<file path="src/sv/urkf_pkg.sv">
// Shared types and constants for the ultrasonic range Kalman filter.
// No dependencies; imported by every module of the block.
package urkf_pkg;

   localparam int WIDTH_W    = 16;   // pulse width, microseconds
   localparam int DIST_W     = 17;   // distance, unsigned Q9.8 cm
   localparam int NOISE_W    = 32;   // noise and variance, unsigned Q16.16
   localparam int GAIN_W     = 17;   // Kalman gain, unsigned Q1.16
   localparam int CSR_IDX_W  = 3;
   localparam int CSR_DATA_W = 32;
   localparam int MUL_A_W    = 17;
   localparam int MUL_B_W    = 32;
   localparam int PROD_W     = MUL_A_W + MUL_B_W;

   // register map
   localparam logic [CSR_IDX_W-1:0] CSR_MEAS_NOISE   = 3'd0;
   localparam logic [CSR_IDX_W-1:0] CSR_RANGE_MIN    = 3'd1;
   localparam logic [CSR_IDX_W-1:0] CSR_RANGE_MAX    = 3'd2;
   localparam logic [CSR_IDX_W-1:0] CSR_ADAPT_GATE   = 3'd3;
   localparam logic [CSR_IDX_W-1:0] CSR_OUTLIER_GATE = 3'd4;
   localparam logic [CSR_IDX_W-1:0] CSR_ECHO_TIMEOUT = 3'd5;

   // register reset values
   localparam logic [NOISE_W-1:0] RST_MEAS_NOISE   = 32'd32768;
   localparam logic [DIST_W-1:0]  RST_RANGE_MIN    = 17'd512;
   localparam logic [DIST_W-1:0]  RST_RANGE_MAX    = 17'd102400;
   localparam logic [DIST_W-1:0]  RST_ADAPT_GATE   = 17'd2560;
   localparam logic [DIST_W-1:0]  RST_OUTLIER_GATE = 17'd12800;
   localparam logic [WIDTH_W-1:0] RST_ECHO_TIMEOUT = 16'd25000;

   // filter state reset values
   localparam logic [DIST_W-1:0]  RST_ESTIMATE = 17'd5120;   // 20 cm
   localparam logic [NOISE_W-1:0] ONE_Q16      = 32'h0001_0000;
   localparam logic [GAIN_W-1:0]  GAIN_ONE     = 17'h1_0000;

   // multiplier constants: width*0.0343/2 = width*281/64, blend 0.7/0.3 in Q.8
   localparam logic [MUL_A_W-1:0] CONV_SCALE = 17'd281;
   localparam logic [MUL_A_W-1:0] BLEND_MEAS = 17'd179;
   localparam logic [MUL_A_W-1:0] BLEND_EST  = 17'd77;

   // gain divider: k = (p << 16) / (p + r)
   typedef struct packed {
      logic                 start;
      logic [NOISE_W-1:0]   numer;
      logic [NOISE_W:0]     denom;
   } urkf_div_req_type;

   typedef struct packed {
      logic                 done;
      logic [GAIN_W-1:0]    quotient;
   } urkf_div_rsp_type;

endpackage

</file>
<file path="src/sv/urkf_divider.sv">
// Serial restoring divider for the Kalman gain, one quotient bit per cycle.
// Depends on urkf_pkg.
module urkf_divider
   import urkf_pkg::*;
(
   input  logic             clock,
   input  logic             reset,
   input  urkf_div_req_type div_req,
   output urkf_div_rsp_type div_rsp
);

   localparam int STEPS = GAIN_W;
   localparam int CNT_W = $clog2(STEPS + 1);

   logic               busy_ff;
   logic               done_ff;
   logic [CNT_W-1:0]   cnt_ff;
   logic [NOISE_W:0]   rem_ff;
   logic [NOISE_W:0]   den_ff;
   logic [GAIN_W-1:0]  bits_ff;
   logic [GAIN_W-1:0]  quot_ff;
   logic               zero_ff;

   logic [NOISE_W+1:0] trial;
   logic [NOISE_W+1:0] diff;
   logic               ge;
   logic [NOISE_W:0]   rem_in;

   // remainder stays below the divisor, so the top bit of diff is always dropped
   always_comb begin
      trial  = {rem_ff, bits_ff[GAIN_W-1]};
      ge     = (trial >= {1'b0, den_ff});
      diff   = trial - {1'b0, den_ff};
      rem_in = ge ? diff[NOISE_W:0] : trial[NOISE_W:0];
   end

   always_ff @(posedge clock) begin
      if (reset) begin
         busy_ff <= 1'b0;
         done_ff <= 1'b0;
         cnt_ff  <= '0;
      end else begin
         // done pulses for one cycle after the last quotient bit
         done_ff <= busy_ff && !div_req.start && (cnt_ff == CNT_W'(1));
         if (div_req.start) begin
            busy_ff <= 1'b1;
            cnt_ff  <= CNT_W'(STEPS);
         end else if (busy_ff) begin
            cnt_ff <= cnt_ff - 1'b1;
            if (cnt_ff == CNT_W'(1)) begin
               busy_ff <= 1'b0;
            end
         end
      end
   end

   // numerator is p << 16; its upper part p >> 1 is always below p + r
   always_ff @(posedge clock) begin
      if (div_req.start) begin
         rem_ff  <= {2'b00, div_req.numer[NOISE_W-1:1]};
         bits_ff <= {div_req.numer[0], {(GAIN_W-1){1'b0}}};
         den_ff  <= div_req.denom;
         zero_ff <= (div_req.denom == '0);
         quot_ff <= '0;
      end else if (busy_ff) begin
         rem_ff  <= rem_in;
         bits_ff <= {bits_ff[GAIN_W-2:0], 1'b0};
         quot_ff <= {quot_ff[GAIN_W-2:0], ge};
      end
   end

   assign div_rsp.done     = done_ff;
   assign div_rsp.quotient = zero_ff ? '0 : quot_ff;

endmodule

</file>
<file path="src/sv/ultrasonic_range_kalman_filter_top.sv">
// Ultrasonic range filter top level: sequencer, shared multiplier, state.
// Depends on urkf_pkg and urkf_divider.
//
// Each request transaction carries an echo flag and a pulse width in us.
// The width becomes a distance in Q9.8 cm (width*281 >> 6) and, when the
// echo is present, shorter than echo_timeout and within [range_min,
// range_max], runs one adaptive scalar Kalman step: q doubles (saturating)
// on an innovation above adapt_gate and otherwise returns to 1.0,
// p = p + q, k = p/(p+r), the estimate moves by k*innovation (or takes a
// 0.7/0.3 blend at or above outlier_gate), is clamped to the range, and
// p = (1-k)*p. Every request yields exactly one response transaction.
// One transaction is worked on at a time; req_ready is high only while
// the sequencer is idle. For an accepted measurement, the serial gain
// divider takes most of the time from acceptance to response valid; a
// rejected one goes from the range check straight to the output register.
// req_ready rises together with response valid, so a new request is
// accepted only once the previous response has been loaded for output.
// All multiplications go through one registered 17x32 multiplier. A
// finished response sits in the output register while the next request
// is accepted. Configuration writes (csr_we/csr_index/csr_wdata) are
// registered directly and must only happen while no transaction is in flight.
module ultrasonic_range_kalman_filter_top
   import urkf_pkg::*;
(
   input  logic                  clock,
   input  logic                  reset,
   // request channel
   input  logic                  req_valid,
   output logic                  req_ready,
   input  logic                  req_echo_received,
   input  logic [WIDTH_W-1:0]    req_pulse_width_us,
   // response channel
   output logic                  rsp_valid,
   input  logic                  rsp_ready,
   output logic [DIST_W-1:0]     rsp_filtered_distance,
   output logic [DIST_W-1:0]     rsp_raw_distance,
   output logic                  rsp_was_updated,
   // configuration
   input  logic                  csr_we,
   input  logic [CSR_IDX_W-1:0]  csr_index,
   input  logic [CSR_DATA_W-1:0] csr_wdata
);

   typedef enum logic [3:0] {
      ST_IDLE,
      ST_CONV,
      ST_CHECK,
      ST_INNOV,
      ST_NOISE,
      ST_VAR,
      ST_DIV_START,
      ST_DIV_WAIT,
      ST_CORR_MUL,
      ST_CORR_ADD,
      ST_BLEND_MEAS,
      ST_BLEND_EST,
      ST_BLEND_SUM,
      ST_CLAMP,
      ST_VAR_UPD,
      ST_DONE
   } state_type;

   localparam int DSUM_W = DIST_W + 2;   // converted distance before saturation
   localparam int X_W    = DIST_W + 3;   // signed candidate estimate
   localparam int ACC_W  = 25;           // 179 * 131071 fits here

   // configuration registers
   logic [NOISE_W-1:0]  cfg_noise_ff;
   logic [DIST_W-1:0]   cfg_min_ff;
   logic [DIST_W-1:0]   cfg_max_ff;
   logic [DIST_W-1:0]   cfg_adapt_ff;
   logic [DIST_W-1:0]   cfg_outlier_ff;
   logic [WIDTH_W-1:0]  cfg_timeout_ff;

   // sequencer and filter state
   state_type           state_ff;
   logic [DIST_W-1:0]   est_ff;
   logic [NOISE_W-1:0]  p_ff;
   logic [NOISE_W-1:0]  q_ff;

   // per-transaction working registers
   logic                echo_ff;
   logic [WIDTH_W-1:0]  width_ff;
   logic [DSUM_W-1:0]   dist_ff;
   logic [DIST_W-1:0]   raw_ff;
   logic                neg_ff;
   logic [DIST_W-1:0]   mag_ff;
   logic [GAIN_W-1:0]   k_ff;
   logic [ACC_W-1:0]    acc_ff;
   logic signed [X_W-1:0] x_ff;
   logic                updated_ff;

   // output register
   logic                rsp_valid_ff;
   logic [DIST_W-1:0]   rsp_filtered_ff;
   logic [DIST_W-1:0]   rsp_raw_ff;
   logic                rsp_updated_ff;

   // shared multiplier
   logic [MUL_A_W-1:0]  mul_a;
   logic [MUL_B_W-1:0]  mul_b;
   logic [PROD_W-1:0]   prod_in;
   logic [PROD_W-1:0]   prod_ff;

   urkf_div_req_type    div_req;
   urkf_div_rsp_type    div_rsp;

   // datapath helpers
   logic [DSUM_W-1:0]   dist_c;
   logic                accept_c;
   logic [DIST_W:0]     innov_diff;
   logic [DIST_W:0]     innov_abs;
   logic [NOISE_W:0]    q_dbl;
   logic [NOISE_W-1:0]  q_sat;
   logic [NOISE_W:0]    p_sum;
   logic [NOISE_W-1:0]  p_sat;
   logic [34:0]         corr_sum;
   logic signed [X_W-1:0] corr_ext;
   logic signed [X_W-1:0] est_ext;
   logic signed [X_W-1:0] x_corr;
   logic [ACC_W:0]      blend_sum;
   logic signed [X_W-1:0] min_ext;
   logic signed [X_W-1:0] max_ext;
   logic signed [X_W-1:0] x_lo;
   logic signed [X_W-1:0] x_hi;
   logic [DIST_W-1:0]   est_in;
   logic [PROD_W:0]     pnew_sum;
   logic [NOISE_W-1:0]  p_in;

   assign req_ready = (state_ff == ST_IDLE);

   // configuration write port
   always_ff @(posedge clock) begin
      if (reset) begin
         cfg_noise_ff   <= RST_MEAS_NOISE;
         cfg_min_ff     <= RST_RANGE_MIN;
         cfg_max_ff     <= RST_RANGE_MAX;
         cfg_adapt_ff   <= RST_ADAPT_GATE;
         cfg_outlier_ff <= RST_OUTLIER_GATE;
         cfg_timeout_ff <= RST_ECHO_TIMEOUT;
      end else if (csr_we) begin
         case (csr_index)
            CSR_MEAS_NOISE:   cfg_noise_ff   <= csr_wdata[NOISE_W-1:0];
            CSR_RANGE_MIN:    cfg_min_ff     <= csr_wdata[DIST_W-1:0];
            CSR_RANGE_MAX:    cfg_max_ff     <= csr_wdata[DIST_W-1:0];
            CSR_ADAPT_GATE:   cfg_adapt_ff   <= csr_wdata[DIST_W-1:0];
            CSR_OUTLIER_GATE: cfg_outlier_ff <= csr_wdata[DIST_W-1:0];
            CSR_ECHO_TIMEOUT: cfg_timeout_ff <= csr_wdata[WIDTH_W-1:0];
            default: ;
         endcase
      end
   end

   // operand select for the shared multiplier; product is ready next cycle
   always_comb begin
      case (state_ff)
         ST_CONV: begin
            mul_a = CONV_SCALE;
            mul_b = MUL_B_W'(width_ff);
         end
         ST_CORR_MUL: begin
            mul_a = k_ff;
            mul_b = MUL_B_W'(mag_ff);
         end
         ST_BLEND_MEAS: begin
            mul_a = BLEND_MEAS;
            mul_b = MUL_B_W'(dist_ff[DIST_W-1:0]);
         end
         ST_BLEND_EST: begin
            mul_a = BLEND_EST;
            mul_b = MUL_B_W'(est_ff);
         end
         ST_CLAMP: begin
            mul_a = GAIN_ONE - k_ff;
            mul_b = p_ff;
         end
         default: begin
            mul_a = '0;
            mul_b = '0;
         end
      endcase
      prod_in = PROD_W'(mul_a) * PROD_W'(mul_b);
   end

   always_ff @(posedge clock) begin
      prod_ff <= prod_in;
   end

   always_comb begin
      // conversion: width*281 is under 2^25, so bits 24:6 hold the distance
      dist_c   = prod_ff[DSUM_W+5:6];
      accept_c = echo_ff && (width_ff < cfg_timeout_ff) &&
                 (dist_c >= DSUM_W'(cfg_min_ff)) && (dist_c <= DSUM_W'(cfg_max_ff));

      // innovation sign and magnitude
      innov_diff = {1'b0, dist_ff[DIST_W-1:0]} - {1'b0, est_ff};
      innov_abs  = innov_diff[DIST_W] ? (~innov_diff + 1'b1) : innov_diff;

      // adaptive process noise and predicted variance, both saturating
      q_dbl = {1'b0, q_ff} + {1'b0, q_ff};
      q_sat = q_dbl[NOISE_W] ? '1 : q_dbl[NOISE_W-1:0];
      p_sum = {1'b0, p_ff} + {1'b0, q_ff};
      p_sat = p_sum[NOISE_W] ? '1 : p_sum[NOISE_W-1:0];

      // gain correction rounded half away from zero (applied to magnitude)
      corr_sum = {1'b0, prod_ff[33:0]} + 35'd32768;
      corr_ext = signed'({1'b0, corr_sum[34:16]});
      est_ext  = signed'(X_W'(est_ff));
      x_corr   = neg_ff ? (est_ext - corr_ext) : (est_ext + corr_ext);

      // outlier blend: 179*meas + 77*est + 128, then >> 8
      blend_sum = {1'b0, acc_ff} + {1'b0, prod_ff[ACC_W-1:0]} + (ACC_W+1)'(128);

      // clamp: raise to range_min first, then lower to range_max
      min_ext = signed'(X_W'(cfg_min_ff));
      max_ext = signed'(X_W'(cfg_max_ff));
      x_lo    = (x_ff < min_ext) ? min_ext : x_ff;
      x_hi    = (x_lo > max_ext) ? max_ext : x_lo;
      est_in  = x_hi[X_W-1] ? '0 : x_hi[DIST_W-1:0];

      // posterior variance ((1-k)*p + 0.5) >> 16
      pnew_sum = {1'b0, prod_ff} + (PROD_W+1)'(32768);
      p_in     = (pnew_sum[PROD_W:16] > (PROD_W-15)'(32'hFFFF_FFFF)) ?
                 '1 : pnew_sum[NOISE_W+15:16];
   end

   assign div_req.start = (state_ff == ST_DIV_START);
   assign div_req.numer = p_ff;
   assign div_req.denom = {1'b0, p_ff} + {1'b0, cfg_noise_ff};

   urkf_divider u_divider (
      .clock   (clock),
      .reset   (reset),
      .div_req (div_req),
      .div_rsp (div_rsp)
   );

   // sequencer
   always_ff @(posedge clock) begin
      if (reset) begin
         state_ff     <= ST_IDLE;
         est_ff       <= RST_ESTIMATE;
         p_ff         <= ONE_Q16;
         q_ff         <= ONE_Q16;
         rsp_valid_ff <= 1'b0;
         updated_ff   <= 1'b0;
      end else begin
         // ST_DONE reloads the output register itself
         if (rsp_valid_ff && rsp_ready && (state_ff != ST_DONE)) begin
            rsp_valid_ff <= 1'b0;
         end
         case (state_ff)
            ST_IDLE: begin
               if (req_valid) begin
                  echo_ff  <= req_echo_received;
                  width_ff <= req_pulse_width_us;
                  state_ff <= ST_CONV;
               end
            end
            ST_CONV: begin
               state_ff <= ST_CHECK;
            end
            ST_CHECK: begin
               dist_ff    <= dist_c;
               raw_ff     <= (|dist_c[DSUM_W-1:DIST_W]) ? '1 : dist_c[DIST_W-1:0];
               updated_ff <= accept_c;
               state_ff   <= accept_c ? ST_INNOV : ST_DONE;
            end
            ST_INNOV: begin
               neg_ff   <= innov_diff[DIST_W];
               mag_ff   <= innov_abs[DIST_W-1:0];
               state_ff <= ST_NOISE;
            end
            ST_NOISE: begin
               q_ff     <= (mag_ff > cfg_adapt_ff) ? q_sat : ONE_Q16;
               state_ff <= ST_VAR;
            end
            ST_VAR: begin
               p_ff     <= p_sat;
               state_ff <= ST_DIV_START;
            end
            ST_DIV_START: begin
               state_ff <= ST_DIV_WAIT;
            end
            ST_DIV_WAIT: begin
               if (div_rsp.done) begin
                  k_ff     <= div_rsp.quotient;
                  state_ff <= (mag_ff < cfg_outlier_ff) ? ST_CORR_MUL : ST_BLEND_MEAS;
               end
            end
            ST_CORR_MUL: begin
               state_ff <= ST_CORR_ADD;
            end
            ST_CORR_ADD: begin
               x_ff     <= x_corr;
               state_ff <= ST_CLAMP;
            end
            ST_BLEND_MEAS: begin
               state_ff <= ST_BLEND_EST;
            end
            ST_BLEND_EST: begin
               acc_ff   <= prod_ff[ACC_W-1:0];
               state_ff <= ST_BLEND_SUM;
            end
            ST_BLEND_SUM: begin
               x_ff     <= signed'(X_W'(blend_sum[ACC_W:8]));
               state_ff <= ST_CLAMP;
            end
            ST_CLAMP: begin
               est_ff   <= est_in;
               state_ff <= ST_VAR_UPD;
            end
            ST_VAR_UPD: begin
               p_ff     <= p_in;
               state_ff <= ST_DONE;
            end
            ST_DONE: begin
               // hold here until the output register is free
               if (!rsp_valid_ff || rsp_ready) begin
                  rsp_valid_ff    <= 1'b1;
                  rsp_filtered_ff <= est_ff;
                  rsp_raw_ff      <= raw_ff;
                  rsp_updated_ff  <= updated_ff;
                  state_ff        <= ST_IDLE;
               end
            end
            default: begin
               state_ff <= ST_IDLE;
            end
         endcase
      end
   end

   assign rsp_valid             = rsp_valid_ff;
   assign rsp_filtered_distance = rsp_filtered_ff;
   assign rsp_raw_distance      = rsp_raw_ff;
   assign rsp_was_updated       = rsp_updated_ff;

endmodule

</file>
<file path="config.mk">
export PLATFORM = sky130hd
export DESIGN_NAME = ultrasonic_range_kalman_filter_top
export DESIGN_NICKNAME = d
export VERILOG_FILES = /design/src/sv/urkf_pkg.sv /design/src/sv/urkf_divider.sv /design/src/sv/ultrasonic_range_kalman_filter_top.sv
export SDC_FILE = /design/constraint.sdc
export NUM_CORES = 2
export LEC_CHECK = 0
export BUFFER_PORTS_ARGS = -buffer_cell sky130_fd_sc_hd__buf_4
export CORE_MARGIN = 3
export CORE_UTILIZATION = 59
export CTS_CLUSTER_DIAMETER = 40
export DETAILED_ROUTE_END_ITERATION = 12
export PLACE_DENSITY = 0.9
export SLEW_MARGIN = 10
export SYNTH_ARGS = -nofsm -noshare
export SYNTH_HDL_FRONTEND = slang
export SYNTH_SLANG_ARGS = --single-unit
</file>
<file path="constraint.sdc">
create_clock -name clock -period 8.4 [get_ports clock]
set_input_delay 1.26 -clock clock [delete_from_list [all_inputs] [get_ports clock]]
set_output_delay 1.26 -clock clock [all_outputs]
set_load 0.01 [all_outputs]
</file>
==> results.sh <==
export IMPL_slew_headroom=0.0832
export IMPL_first_pass_iters=7
export IMPL_fin_nets=6538
export IMPL_final_setup_viol_count=6
export IMPL_ant_nets=0
export IMPL_start_util=0.597
export IMPL_synthFlopType="dfxtp_1"
export IMPL_antenna_found_initial=2
export IMPL_slowest_delay_ns=0.58
export IMPL_drt_wl_total_um=153000
export IMPL_die_w_um=289
export IMPL_power_mw=9.90
export IMPL_min_path_type="reg2reg"
export IMPL_cp_end_kind="register"
export IMPL_drcViolationCount=0
export IMPL_skew_ns=0.0356
export IMPL_fin_ws_ns=-0.254
export IMPL_drive_gt1_frac=0.120
export IMPL_grt_setup_unrepaired="yes"
export IMPL_vias_per_cell=6.17
export IMPL_synthesis_area_um2=47300
export IMPL_fin_crit_sh=1.03
export IMPL_crit_family="adder cells"
export IMPL_fp_dieH_um=289
export IMPL_clockPowerShare=0.351
export IMPL_synth_edf_count=232
export IMPL_place_area_um2=50400
export IMPL_cts_htree_levels=3
export IMPL_grt_max_degree=93
export IMPL_hp_start="raw_ff[7]"
export IMPL_ir_drop_mv=0.205
export IMPL_synth_seq_cells=510
export IMPL_synthCells=5378
export IMPL_ys_warnings_count=0
export IMPL_grt_pass1_wl_um=233000
export IMPL_ys_types=81
export IMPL_syn_nets=6313
export IMPL_arrival_ns=9.15
export IMPL_intPower_mw=6.20
export IMPL_portBuffers=93
export IMPL_netlist_top_cells_count="772 x nand2_1, 741 x inv_1, 466 x nor2_1, 454 x fa_1, 424 x ha_1"
export IMPL_seq_power_share=0.309
export IMPL_start_kind="register"
export IMPL_max_freq_ghz=0.116
export IMPL_cp_num_buf_inv=4
export IMPL_post_synth_top_count_cell="nand2_1"
export IMPL_power_density_nw_per_um2=183
export IMPL_drt_iter0_markers=4611
export IMPL_crit_top_cell="fa_1"
export IMPL_cp_data_required_time_ns=8.90
export IMPL_power_leakage_nw=24.2
export IMPL_timing_rr_end="prod_ff[48]"
export IMPL_rrSetupSlack_ns=-0.25
export IMPL_track_usage=0.363
export IMPL_dp_hpwl_um=119000
export IMPL_final_cell_area_um2=54000
export IMPL_cts_sinks=510
export IMPL_overflow=0
export IMPL_status="complete, but fails checks"
export IMPL_violations="negative setup slack"
export IMPL_p_sw_frac=0.373
export IMPL_r2r_cells=30
export IMPL_ys_top_cells_by_area="fa_1 19%, edfxtp_1 15%, dfxtp_1 12%"
export IMPL_path_max_fanout=6
export IMPL_whs_ns=0.409
export IMPL_place_congestion=1.06
export IMPL_hold_path_depth=0
export IMPL_via_count=41485
export IMPL_maxCapViolCount=0
export IMPL_post_place_ws_ns=-0.381
export IMPL_avgRoutedWirePerCell_um=22.7
export IMPL_fp_row_count=103
export IMPL_synth_top_cell_area_share=0.192
export IMPL_io_pins=94
export IMPL_coreArea_um2=79100
export IMPL_cts_buffers=81
export IMPL_fin_util=0.683
export IMPL_area_growth_pct=14.4
export IMPL_final_max_slew_viol_count=0
export IMPL_root_buffer="clkbuf_16"
export IMPL_tightest_slew_ns=1.35
export IMPL_synth_area_leader_cell="fa_1"
export IMPL_p_switching_mw=3.69
export IMPL_grt_pass1_vias=42013
export IMPL_combPwrFrac=0.340
export IMPL_postSynth_asyncResetShare=0
export IMPL_r2r_start="k_ff[6]"
export IMPL_syn_avg_cell_area_um2=8.79
export IMPL_hold_path_end="rsp_raw_distance[7]"
export IMPL_die_area_um2=83500
export IMPL_cts_tree="built"
export IMPL_cts_clk_slew_worst_paths_ns=0.06
export IMPL_clk_latency_ns=0.64
export IMPL_hold_viol=0
export IMPL_synth_seq_area_share=0.265
export IMPL_cpMaxStageDelayCell="fa_1"
export IMPL_clockBufferDepth=3
export IMPL_min_period_ns=8.65
export IMPL_critPathKind="reg2reg"
-- power by group through the flow --
| stage | combinational (mW) | sequential, mW | clock, mW |
|---|---|---|---|
| finish | 3.37 | 3.06 | 3.47 |
| global route | 3.63 | 3.06 | 3.59 |
| CTS | 3.25 | 3.04 | 3.49 |
| detailed placement | 3.18 | 3.09 | 0 |
| global placement | 3.08 | 3.08 | 0 |
| floorplan | 2.19 | 2.97 | 0 |
-- placed cells by master, fill, tap and decap left out, types with 61 or more instances in the layout --
master	synthesis	routed
clkbuf_16	0	84
xor2_1	100	100
buf_4	0	333
ha_1	424	409
nand3_1	62	61
a21oi_1	345	324
xnor2_1	134	132
nand2_1	772	763
fa_1	454	441
edfxtp_1	232	232
o21ai_0	175	164
a21o_1	116	116
inv_1	741	727
nor2_1	466	447
nor3_1	111	104
dfxtp_1	278	278
-- per-stage QoR --
step | instances | TNS [ns]
2_1_floorplan | 5378 | -0.104
3_3_place_gp | 6544 | -0.509
3_5_place_dp | 6544 | -2.99
4_1_cts | 6712 | -0.108
5_1_grt | 6721 | -3.56
6_report | 6725 | -0.887
-- what timing repair did --
action                                 in CTS  in global routing
cloned                                      1                  0
endpoints found under the hold margin       0                  0
gates resized for setup                    64                 78
hold buffers                                0                  0
pin swaps                                  81                 39
setup endpoints to repair                  14                 22
setup buffers                              16                 13
-- routing by layer --
layer / part of all wire / vias up / wire [um] / GRT usage
met5: 0 / - / 0 / 0
met4: 0.056 / 0 / 8560 / 0.177
met3: 0.14 / 564 / 21300 / 0.125
met2: 0.44 / 2607 / 67100 / 0.563
met1: 0.36 / 19962 / 55700 / 0.456
li1: - / 18352 / - / -
-- worst max path at each step --
| stage | startpoint | end | slack, ns | cells after the start |
|---|---|---|---|---|
| CTS | k_ff[4] | prod_ff[48] | -0.08 | 30 |
| global placement | k_ff[6] | prod_ff[48] | -0.17 | 32 |
| detailed placement | k_ff[6] | prod_ff[48] | -0.38 | 31 |
| floorplan | k_ff[5] | prod_ff[48] | -0.10 | 33 |
| finish | k_ff[6] | prod_ff[48] | -0.25 | 30 |
| global route | k_ff[6] | prod_ff[48] | -0.48 | 31 |
-- state kept, by name, indices dropped and copies added, names as in the netlist, 20 cells and up --
register          cells
x_ff                 20
u_divider.rem_ff     33
prod_ff              49
acc_ff               25
u_divider.den_ff     33
q_ff                 32
cfg_noise_ff         32
p_ff                 32
-- area by class of cell --
class | count | area (um^2)
Fill cell | 5911 | 25100
Multi-Input combinational cell | 3913 | 31800
Tap cell | 1050 | 1310
Timing Repair Buffer | 354 | 2790
Clock buffer | 98 | 2190
Inverter | 743 | 2790
Antenna cell | 4 | 10.0
Sequential cell | 510 | 12500
Clock inverter | 53 | 641
-- worst register-to-register path: cells and delay by family (launching register included) --
family | cells | cell delay (ns)
fa+ha+maj | 7 | 3.26
buf+inv | 4 | 0.42
xor+xnor | 1 | 0.13
compound gates | 10 | 2.26
flops | 1 | 0.45
simple gates | 8 | 2.04
-- cell families after synthesis --
| family | share of synthesized area |
|---|---|
| AND/OR/NAND/NOR | 0.166 |
| AO/OA/AOI/OAI | 0.132 |
| buffers and inverters | 0.0759 |
| adder cells (fa/ha/maj) | 0.305 |
| flip-flops | 0.265 |
| XOR/XNOR | 0.0434 |
| multiplexers | 0.0134 |
Power figures use the tool's default switching activity.
